File: src/q8fa_pkg.sv
// Package for the Q8 fixed point to decimal ASCII converter.
// Holds the character codes, range limit and the item types shared by all modules.
// No dependencies.
`default_nettype none

package q8fa_pkg;

    localparam int NUM_CHARS = 6;
    localparam int IDX_W = $clog2(NUM_CHARS);
    localparam logic [IDX_W-1:0] LAST_IDX = IDX_W'(NUM_CHARS - 1);

    localparam int QUEUE_DEPTH = 2;
    localparam int QPTR_W = $clog2(QUEUE_DEPTH);
    localparam int QCNT_W = $clog2(QUEUE_DEPTH + 1);

    localparam logic [31:0] LIMIT_VALUE = 32'd256000;
    localparam logic [9:0] WHOLE_MAX_ONE = 10'd9;
    localparam logic [9:0] WHOLE_MAX_TWO = 10'd99;

    localparam logic [7:0] CH_SPACE = 8'h20;
    localparam logic [7:0] CH_ZERO = 8'h30;
    localparam logic [7:0] CH_POINT = 8'h2E;
    localparam logic [7:0] CH_STAR = 8'h2A;

    typedef logic [NUM_CHARS-1:0][7:0] t_text;

    typedef struct packed {
        logic  ovf;
        t_text text;
    } t_entry;

    function automatic logic [7:0] digit_char(input logic [3:0] d);
        digit_char = CH_ZERO + {4'd0, d};
    endfunction

endpackage

`default_nettype wire

File: src/q8fa_front.sv
// Front end: checks the range of an input value and formats its six characters.
// Integer digits use constant reciprocal multiplies. Depends on q8fa_pkg.
`default_nettype none

module q8fa_front
    import q8fa_pkg::*;
(
    input  wire logic signed [31:0] i_value,
    output t_entry                  o_entry
);

    logic [31:0] u;
    logic [9:0]  whole;
    logic [7:0]  frac;
    logic [17:0] prod10;
    logic [15:0] prod100;
    logic [6:0]  q10;
    logic [3:0]  hund;
    logic [3:0]  tens;
    logic [3:0]  ones;
    logic [11:0] frac10;
    logic [14:0] frac100;
    logic [3:0]  tenths;
    logic [6:0]  hcount;
    logic [3:0]  hundredths;
    logic [9:0]  q10_times10;
    logic [6:0]  hund_times10;
    logic [6:0]  tenths_times10;

    always_comb begin
        u       = unsigned'(i_value);
        whole   = u[17:8];
        frac    = u[7:0];

        prod10  = 18'(whole) * 18'd205;
        prod100 = 16'(whole) * 16'd41;
        q10     = prod10[17:11];
        hund    = prod100[15:12];

        q10_times10  = 10'(q10) * 10'd10;
        hund_times10 = 7'(hund) * 7'd10;
        ones = 4'(whole - q10_times10);
        tens = 4'(q10 - hund_times10);

        frac10  = 12'(frac) * 12'd10;
        frac100 = 15'(frac) * 15'd100;
        tenths  = frac10[11:8];
        hcount  = frac100[14:8];
        tenths_times10 = 7'(tenths) * 7'd10;
        hundredths = 4'(hcount - tenths_times10);

        o_entry.ovf = (u >= LIMIT_VALUE);
        if (o_entry.ovf) begin
            o_entry.text[0] = CH_STAR;
            o_entry.text[1] = CH_STAR;
            o_entry.text[2] = CH_STAR;
            o_entry.text[3] = CH_POINT;
            o_entry.text[4] = CH_STAR;
            o_entry.text[5] = CH_STAR;
        end else begin
            o_entry.text[0] = (whole > WHOLE_MAX_TWO) ? digit_char(hund) : CH_SPACE;
            o_entry.text[1] = (whole > WHOLE_MAX_ONE) ? digit_char(tens) : CH_SPACE;
            o_entry.text[2] = digit_char(ones);
            o_entry.text[3] = CH_POINT;
            o_entry.text[4] = digit_char(tenths);
            o_entry.text[5] = digit_char(hundredths);
        end
    end

endmodule

`default_nettype wire

File: src/q8fa_queue.sv
// Short queue of formatted items between the front end and the character sequencer.
// Depends on q8fa_pkg.
`default_nettype none

module q8fa_queue
    import q8fa_pkg::*;
(
    input  wire logic   i_clk,
    input  wire logic   i_rst_n,
    input  wire logic   i_push,
    input  wire t_entry i_entry,
    input  wire logic   i_pop,
    output logic        o_full,
    output logic        o_not_empty,
    output t_entry      o_head
);

    t_entry              r_mem [QUEUE_DEPTH];
    logic [QPTR_W-1:0]   r_wr_ptr;
    logic [QPTR_W-1:0]   r_rd_ptr;
    logic [QCNT_W-1:0]   r_count;
    logic [QPTR_W-1:0]   n_wr_ptr;
    logic [QPTR_W-1:0]   n_rd_ptr;
    logic [QCNT_W-1:0]   n_count;

    always_comb begin
        n_wr_ptr = r_wr_ptr;
        n_rd_ptr = r_rd_ptr;
        n_count  = r_count;
        if (i_push) begin
            n_wr_ptr = (r_wr_ptr == QPTR_W'(QUEUE_DEPTH - 1)) ? '0 : r_wr_ptr + 1'b1;
        end
        if (i_pop) begin
            n_rd_ptr = (r_rd_ptr == QPTR_W'(QUEUE_DEPTH - 1)) ? '0 : r_rd_ptr + 1'b1;
        end
        if (i_push && !i_pop) begin
            n_count = r_count + 1'b1;
        end else if (!i_push && i_pop) begin
            n_count = r_count - 1'b1;
        end
    end

    always_ff @(posedge i_clk) begin
        if (!i_rst_n) begin
            r_wr_ptr <= '0;
            r_rd_ptr <= '0;
            r_count  <= '0;
        end else begin
            r_wr_ptr <= n_wr_ptr;
            r_rd_ptr <= n_rd_ptr;
            r_count  <= n_count;
        end
    end

    always_ff @(posedge i_clk) begin
        if (i_push) begin
            r_mem[r_wr_ptr] <= i_entry;
        end
    end

    assign o_full      = (r_count == QCNT_W'(QUEUE_DEPTH));
    assign o_not_empty = (r_count != '0);
    assign o_head      = r_mem[r_rd_ptr];

endmodule

`default_nettype wire

File: src/q8fa_back.sv
// Back end: steps through the six characters of the queue head into the output register.
// Depends on q8fa_pkg.
`default_nettype none

module q8fa_back
    import q8fa_pkg::*;
(
    input  wire logic   i_clk,
    input  wire logic   i_rst_n,
    input  wire logic   i_head_valid,
    input  wire t_entry i_head,
    output logic        o_pop,
    output logic        o_valid,
    input  wire logic   i_stall,
    output logic [7:0]  o_character,
    output logic        o_last,
    output logic        o_overflow
);

    logic [IDX_W-1:0] r_idx;
    logic             r_valid;
    logic [7:0]       r_char;
    logic             r_last;
    logic             r_ovf;
    logic             out_free;
    logic             load;
    logic             at_last;

    always_comb begin
        out_free = !r_valid || !i_stall;
        load     = i_head_valid && out_free;
        at_last  = (r_idx == LAST_IDX);
        o_pop    = load && at_last;
    end

    always_ff @(posedge i_clk) begin
        if (!i_rst_n) begin
            r_valid <= 1'b0;
            r_idx   <= '0;
        end else begin
            if (out_free) begin
                r_valid <= i_head_valid;
            end
            if (load) begin
                r_idx <= at_last ? '0 : r_idx + 1'b1;
            end
        end
    end

    always_ff @(posedge i_clk) begin
        if (load) begin
            r_char <= i_head.text[r_idx];
            r_last <= at_last;
            r_ovf  <= i_head.ovf;
        end
    end

    assign o_valid     = r_valid;
    assign o_character = r_char;
    assign o_last      = r_last;
    assign o_overflow  = r_ovf;

endmodule

`default_nettype wire

File: src/q8_fixed_point_to_ascii.sv
// Top level of the Q8 fixed point to decimal ASCII converter.
// Instantiates q8fa_front, q8fa_queue and q8fa_back; depends on q8fa_pkg.
//
// Usage: an item on the input channel is a 32-bit value read as unsigned
// fixed point with 8 fraction bits. For each item the output channel gives
// six character items: three integer digits right-aligned with spaces, a
// point and two truncated fraction digits. A value that is negative or at
// least 256000 gives the string ***.** with overflow high on all six.
// Last is high on the sixth character.
// Both channels use valid and stall; an item moves on a rising edge with
// valid high and stall low. An accepted item goes into the queue; its
// characters are loaded from the queue head into the output register.
// The output channel carries one character per cycle unless stalled.
// A two-entry queue of formatted items lets a new item be accepted
// while earlier characters are still being sent. When the receiver
// stalls, the output holds and o_stall rises once the queue is full.
// Reset is synchronous and empties the queue and the output register.
`default_nettype none

module q8_fixed_point_to_ascii
    import q8fa_pkg::*;
(
    input  wire logic               i_clk,
    input  wire logic               i_rst_n,
    input  wire logic               i_valid,
    output logic                    o_stall,
    input  wire logic signed [31:0] i_value,
    output logic                    o_valid,
    input  wire logic               i_stall,
    output logic [7:0]              o_character,
    output logic                    o_last,
    output logic                    o_overflow
);

    t_entry front_entry;
    t_entry head_entry;
    logic   q_full;
    logic   q_not_empty;
    logic   q_pop;
    logic   q_push;

    assign o_stall = q_full;
    assign q_push  = i_valid && !q_full;

    q8fa_front u_front (
        .i_value (i_value),
        .o_entry (front_entry)
    );

    q8fa_queue u_queue (
        .i_clk       (i_clk),
        .i_rst_n     (i_rst_n),
        .i_push      (q_push),
        .i_entry     (front_entry),
        .i_pop       (q_pop),
        .o_full      (q_full),
        .o_not_empty (q_not_empty),
        .o_head      (head_entry)
    );

    q8fa_back u_back (
        .i_clk        (i_clk),
        .i_rst_n      (i_rst_n),
        .i_head_valid (q_not_empty),
        .i_head       (head_entry),
        .o_pop        (q_pop),
        .o_valid      (o_valid),
        .i_stall      (i_stall),
        .o_character  (o_character),
        .o_last       (o_last),
        .o_overflow   (o_overflow)
    );

endmodule

`default_nettype wire
File: config.mk
export PLATFORM = sky130hd
export DESIGN_NAME = q8_fixed_point_to_ascii
export DESIGN_NICKNAME = d
export VERILOG_FILES = /design/src/q8fa_pkg.sv /design/src/q8fa_front.sv /design/src/q8fa_queue.sv /design/src/q8fa_back.sv /design/src/q8_fixed_point_to_ascii.sv
export SDC_FILE = /design/constraint.sdc
export NUM_CORES = 1
export LEC_CHECK = 0
export BUFFER_PORTS_ARGS = -buffer_cell sky130_fd_sc_hd__clkbuf_2
export CAP_MARGIN = 10
export CORE_MARGIN = 5
export CORE_UTILIZATION = 40
export DETAILED_ROUTE_END_ITERATION = 8
export GPL_TIMING_DRIVEN = 0
export PLACE_DENSITY = 0.64
export SYNTH_ARGS = -nofsm -noshare
export SYNTH_HDL_FRONTEND = slang
export SYNTH_SLANG_ARGS = --single-unit
File: constraint.sdc
create_clock -name i_clk -period 12.05 [get_ports i_clk]
set_input_delay 1.8075 -clock i_clk [delete_from_list [all_inputs] [get_ports i_clk]]
set_output_delay 1.8075 -clock i_clk [all_outputs]
set_load 0.005 [all_outputs]
### After elaboration in Yosys (flattened, before gate mapping)

Memories as Yosys holds them, arrays and structs flattened. A register that Yosys moved wholly into a read port is not among the register bits.
Index checks and enable logic that the tools add are counted.

* $add $sub $neg: 13
* multipliers: 7
* mux-type cells: 14
* eq/ne operators: 2
* $lt $le $gt $ge: 4
* reductions and logical operators: 13

Operators by type and width (count)
* $mux 48: 1
* $add 6x4->7 const A: 5
* $ge 32x18->1 const B: 1
* $bmux 8 s3: 1
* $mux 8: 3
* $mul 10x8->18 const B: 1
* $mul 10x6->16 const B: 1
* $sub 4x4->4: 3
* $mul 8x3->11 const B: 1
* $gt 10x4->1 const B: 1
* $gt 10x7->1 const B: 1
* $mul 8x5->10 const B: 1
* $mul 4x3->3 const B: 2
* $mul 7x3->3 const B: 1
* $mux 1: 6
* $logic_and 1x1->1: 5
* $logic_not 1->1: 5
* $lt 3x4->1 const B: 1
* $mux 2: 2
* $reduce_bool 2->1: 2
* $add 3x1->3 const B: 1
* $eq 3x3->1 const B: 1
* $mux 3: 1
* $add 1x1->1 const B: 2
* other kinds (4): 4

* bits in registers: 18
* RAM bits: 98
* memories kept: 1
* input port bits: 36

Memories
* u_queue.r_mem: depth 2, width 49, rd ports 1, clocked after memory_dff 1, wr ports 1, RTL line q8fa_queue.sv:18 `t_entry r_mem [QUEUE_DEPTH];`

### Longest topological paths before layout

* depth in word-level cells: 7
* gate-level depth with buffers: 26

### Cells and area by module

A second synthesis with hierarchy kept.

* cells, all modules: 647
* area total of the unflattened synthesis: 8129.0 um^2

Modules (own cells, without submodules)
* q8fa_queue: times used 1, area an instance 3753.6 um^2, sequential area each 3042.9 um^2, cells each 174
* q8fa_front: times used 1, area an instance 3457.1 um^2, sequential area each 0.0 um^2, cells each 394
* q8fa_back: times used 1, area an instance 904.6 um^2, sequential area each 380.4 um^2, cells each 78
* q8_fixed_point_to_ascii: times used 1, area an instance 13.8 um^2, sequential area each 0.0 um^2, cells each 1

### Worst setup path after synthesis

OpenSTA, ideal clock, no wires.

* path type: in2reg
* from: input i_value[10]
* to: memory u_queue.r_mem[0][11] (netlist name) (data pin)
* buffers on the path: 0
* arrival time: 6.688 ns
* setup slack: 5.207 ns
* setup time: 0.155 ns
* stages on the path: 26
* data required time: 11.895 ns
* cell sequence: inv_1 > ha_1 > inv_1 > fa_1 > inv_1 > fa_1 > inv_1 > fa_1 > inv_1 > ha_1 > a21oi_1 > nand2_1 > o21a_1 > nor2_1 > nor2b_1 > nor2_1 > xor2_1 > ha_1 > inv_1 > fa_1 > xnor2_1 > xnor2_1 > xnor2_1 > xnor2_1 > xnor3_1 > o21ai_1

RTL lines
* start, declared: RTL line q8_fixed_point_to_ascii.sv:27 `input wire logic signed [31:0] i_value,`
* end, declared: RTL line q8fa_queue.sv:18

==> results_dict.tcl <==
set metrics [dict create \
    status "finished, final reports clean" \
    synth_seq_cells 65 \
    p_leak_nw 3.11 \
    worst_slack_ns 4.75 \
    cell_internal_pwr_mw 0.656 \
    cp_max_fo 10 \
    rr_worst_depth 6 \
    final_cell_mix "117 x ha_1, 100 x inv_1, 56 x edfxtp_1" \
    post_cts_resized 0 \
    die_w_um 130 \
    seq_power_share 0.272 \
    dp_hpwl_um 8900 \
    clock-sinks 65 \
    viasPerCell 4.87 \
    wire_per_inst_um 14.3 \
    grt_pass1_vias 3925 \
    critPathKind "in2reg" \
    worstMarginPinSlew_ns 1.14 \
    peakVddDrop_v 0.0000751 \
    drt_iter0_markers 149 \
    synth_top_area_frac 0.294 \
    ys_seq_area_frac 0.325 \
    ios 48 \
    clkLatencyLatePin_ns 0.33 \
    diodes 0 \
    finalHoldViolations 0 \
    placementRows 43 \
    vias 3695 \
    drive_gt1_frac 0.138 \
    finalWirelength_um 10800 \
    ant_nets 0 \
    synthesis.area_mm2 0.00573 \
    path_clk_slew_ns 0.05 \
    yosysWarnings 0 \
    synth-edff-count 56 \
    layout_commonest_cell "ha_1" \
    synth_area_leaders "edfxtp_1 29%, ha_1 26%, fa_1 8.7%" \
    yosys.area.top_type "edfxtp_1" \
    synthArstFlopShare 0 \
    cts_tree "yes" \
    fmax_mhz 137 \
    drc 0 \
    synthCells 515 \
    h-tree-depth 3 \
    relSlewSlack 0.240 \
    core_region_area_mm2 0.0139 \
    min_period_ns 7.30 \
    setup_tns_ns 0 \
    dr.pass1.iters 6 \
    grt_usage 0.139 \
    finalSetupViolations 0 \
    fin_skew_ns 0.00484 \
    grt_pass1_wl_um 18500 \
    p_clk_frac 0.261 \
    worstPathRequired_ns 12.21 \
    hold_class "reg2reg" \
    synth_area_per_cell_um2 11.1 \
    finalCritPeriodShare 0.606 \
    p_sw_mw 0.331 \
    ys_types 51 \
    dp_slack_ns 4.41 \
    synthToLayoutAreaGrowth_pct 13.6 \
    arrival_ns 7.46 \
    startpoint_type "input port" \
    finalMaxSlewViolations 0 \
    gp_congestion 0.853 \
    p_per_area_mw_per_mm2 152 \
    post-cts-setup-buffers 0 \
    p_sw_frac 0.335 \
    worst_setup_path_end_kind "flip-flop" \
    drv_cap 0 \
    floorplan.initialDensity 0.411 \
    grt_start_max_net_pins 25 \
    clock_path_buffers 2 \
    cts_buffers 9 \
    io_buffers 45 \
    fp.dieH_um 130 \
    fin_nets 751 \
    root_buffer "clkbuf_16" \
    p_comb_frac 0.467 \
    die_area_mm2 0.0168 \
    antenna_found_initial 0 \
    rsz0062_at_grt "false" \
    gr-total-overflow 0 \
    ctsHoldBuffers 0 \
    hold_depth 2 \
    synthFlopType "edfxtp_1" \
]
routing by layer:
layer  track usage  part of all wire  vias to the layer above
li1              -                 -                     1871
met5             0                 0                        -
met4        0.0403             0.014                        0
met2         0.244              0.51                       44
met3        0.0276             0.029                       12
met1         0.172              0.45                     1768
final timing paths:
check,slack [ns],startpoint,endpoint
worst max-delay path,4.75,i_value[11],u_queue.r_mem[1][11]
worst min-delay path,0.47,u_back.o_valid,u_back.o_valid
worst max register to register,9.42,u_queue.r_count[0],u_queue.r_count[1]
worst min register to register,0.47,u_back.o_valid,u_back.o_valid
flip-flops by register name (all words and copies together), names as in the netlist, named ones only:
register,count
u_queue.r_rd_ptr,1
u_queue.r_mem,48
u_back.r_idx,3
u_queue.r_wr_ptr,1
u_back.o_character,6
u_back.o_valid,1
u_back.o_overflow,1
u_back.o_last,1
u_queue.r_count,2
critical path, cell delays in order:
cell      delay (ns)
clkbuf_2        0.26
inv_1           0.10
ha_1            0.32
inv_1           0.06
fa_1            0.54
inv_1           0.05
fa_1            0.47
inv_1           0.05
fa_1            0.54
inv_1           0.05
ha_1            0.32
a21oi_1         0.15
nand2_1         0.11
o21a_1          0.18
nor2_1          0.14
nor2b_1         0.06
nor2_1          0.17
xor2_1          0.22
ha_1            0.17
inv_1           0.05
fa_1            0.38
xnor2_1         0.20
xnor2_1         0.15
xnor2_1         0.11
xnor2_1         0.25
xnor3_1         0.36
o21ai_1         0.18
cell type report:
| class | instances | area, um^2 |
|---|---|---|
| timing repair buffer | 46 | 240 |
| tap | 180 | 225 |
| sequential | 65 | 1860 |
| fill | 1310 | 7430 |
| clock inverter | 1 | 5.00 |
| multi-input combinational | 341 | 3450 |
| inverter | 100 | 375 |
| clock buffer | 15 | 300 |
| buffer | 10 | 50.0 |
synth_stat cells (4+ instances only):
| cell type | count |
|---|---|
| a211oi_1 | 4 |
| inv_1 | 100 |
| xnor2_1 | 18 |
| and2_1 | 8 |
| and3_1 | 4 |
| mux2i_1 | 6 |
| o21ai_0 | 13 |
| xor2_1 | 10 |
| fa_1 | 25 |
| clkbuf_1 | 4 |
| a21oi_1 | 13 |
| nor2b_1 | 7 |
| nand2_1 | 27 |
| nor2_1 | 20 |
| ha_1 | 117 |
| a21o_1 | 8 |
| xnor3_1 | 4 |
| dfxtp_1 | 9 |
| edfxtp_1 | 56 |
| mux4_2 | 9 |
logic make-up after synthesis:
logic type               after synthesis  synth area share
adder cells (fa/ha/maj)              142             0.343
multiplexers                          17            0.0498
buffers and inverters                110            0.0743
AO/OA/AOI/OAI                         58            0.0673
other                                  1          0.000655
XOR/XNOR                              33            0.0614
AND/OR/NAND/NOR                       89            0.0784
flip-flops                            65             0.325
power by group through the flow:
stage	sequential [mW]	clock, mW	combinational (mW)
2_1_floorplan	0.272	0	0.355
3_3_place_gp	0.272	0	0.443
3_5_place_dp	0.273	0	0.461
4_1_cts	0.268	0.262	0.470
5_1_grt	0.270	0.274	0.528
6_report	0.268	0.258	0.460
per-stage QoR:
step / utilization / std cells / power [mW] / hold WS, ns / area, um^2
final: 0.467 / 758 / 0.986 / 0.474 / 6500
after global routing: 0.467 / 758 / 1.07 / 0.512 / 6500
after CTS: 0.467 / 758 / 1.00 / 0.479 / 6500
after global placement: 0.444 / 741 / 0.715 / 0.461 / 6180
after floorplan: - / 516 / 0.627 / 0.471 / 5730
after detailed placement: 0.445 / 742 / 0.733 / 0.472 / 6200
(Power assumes the default switching activity.)
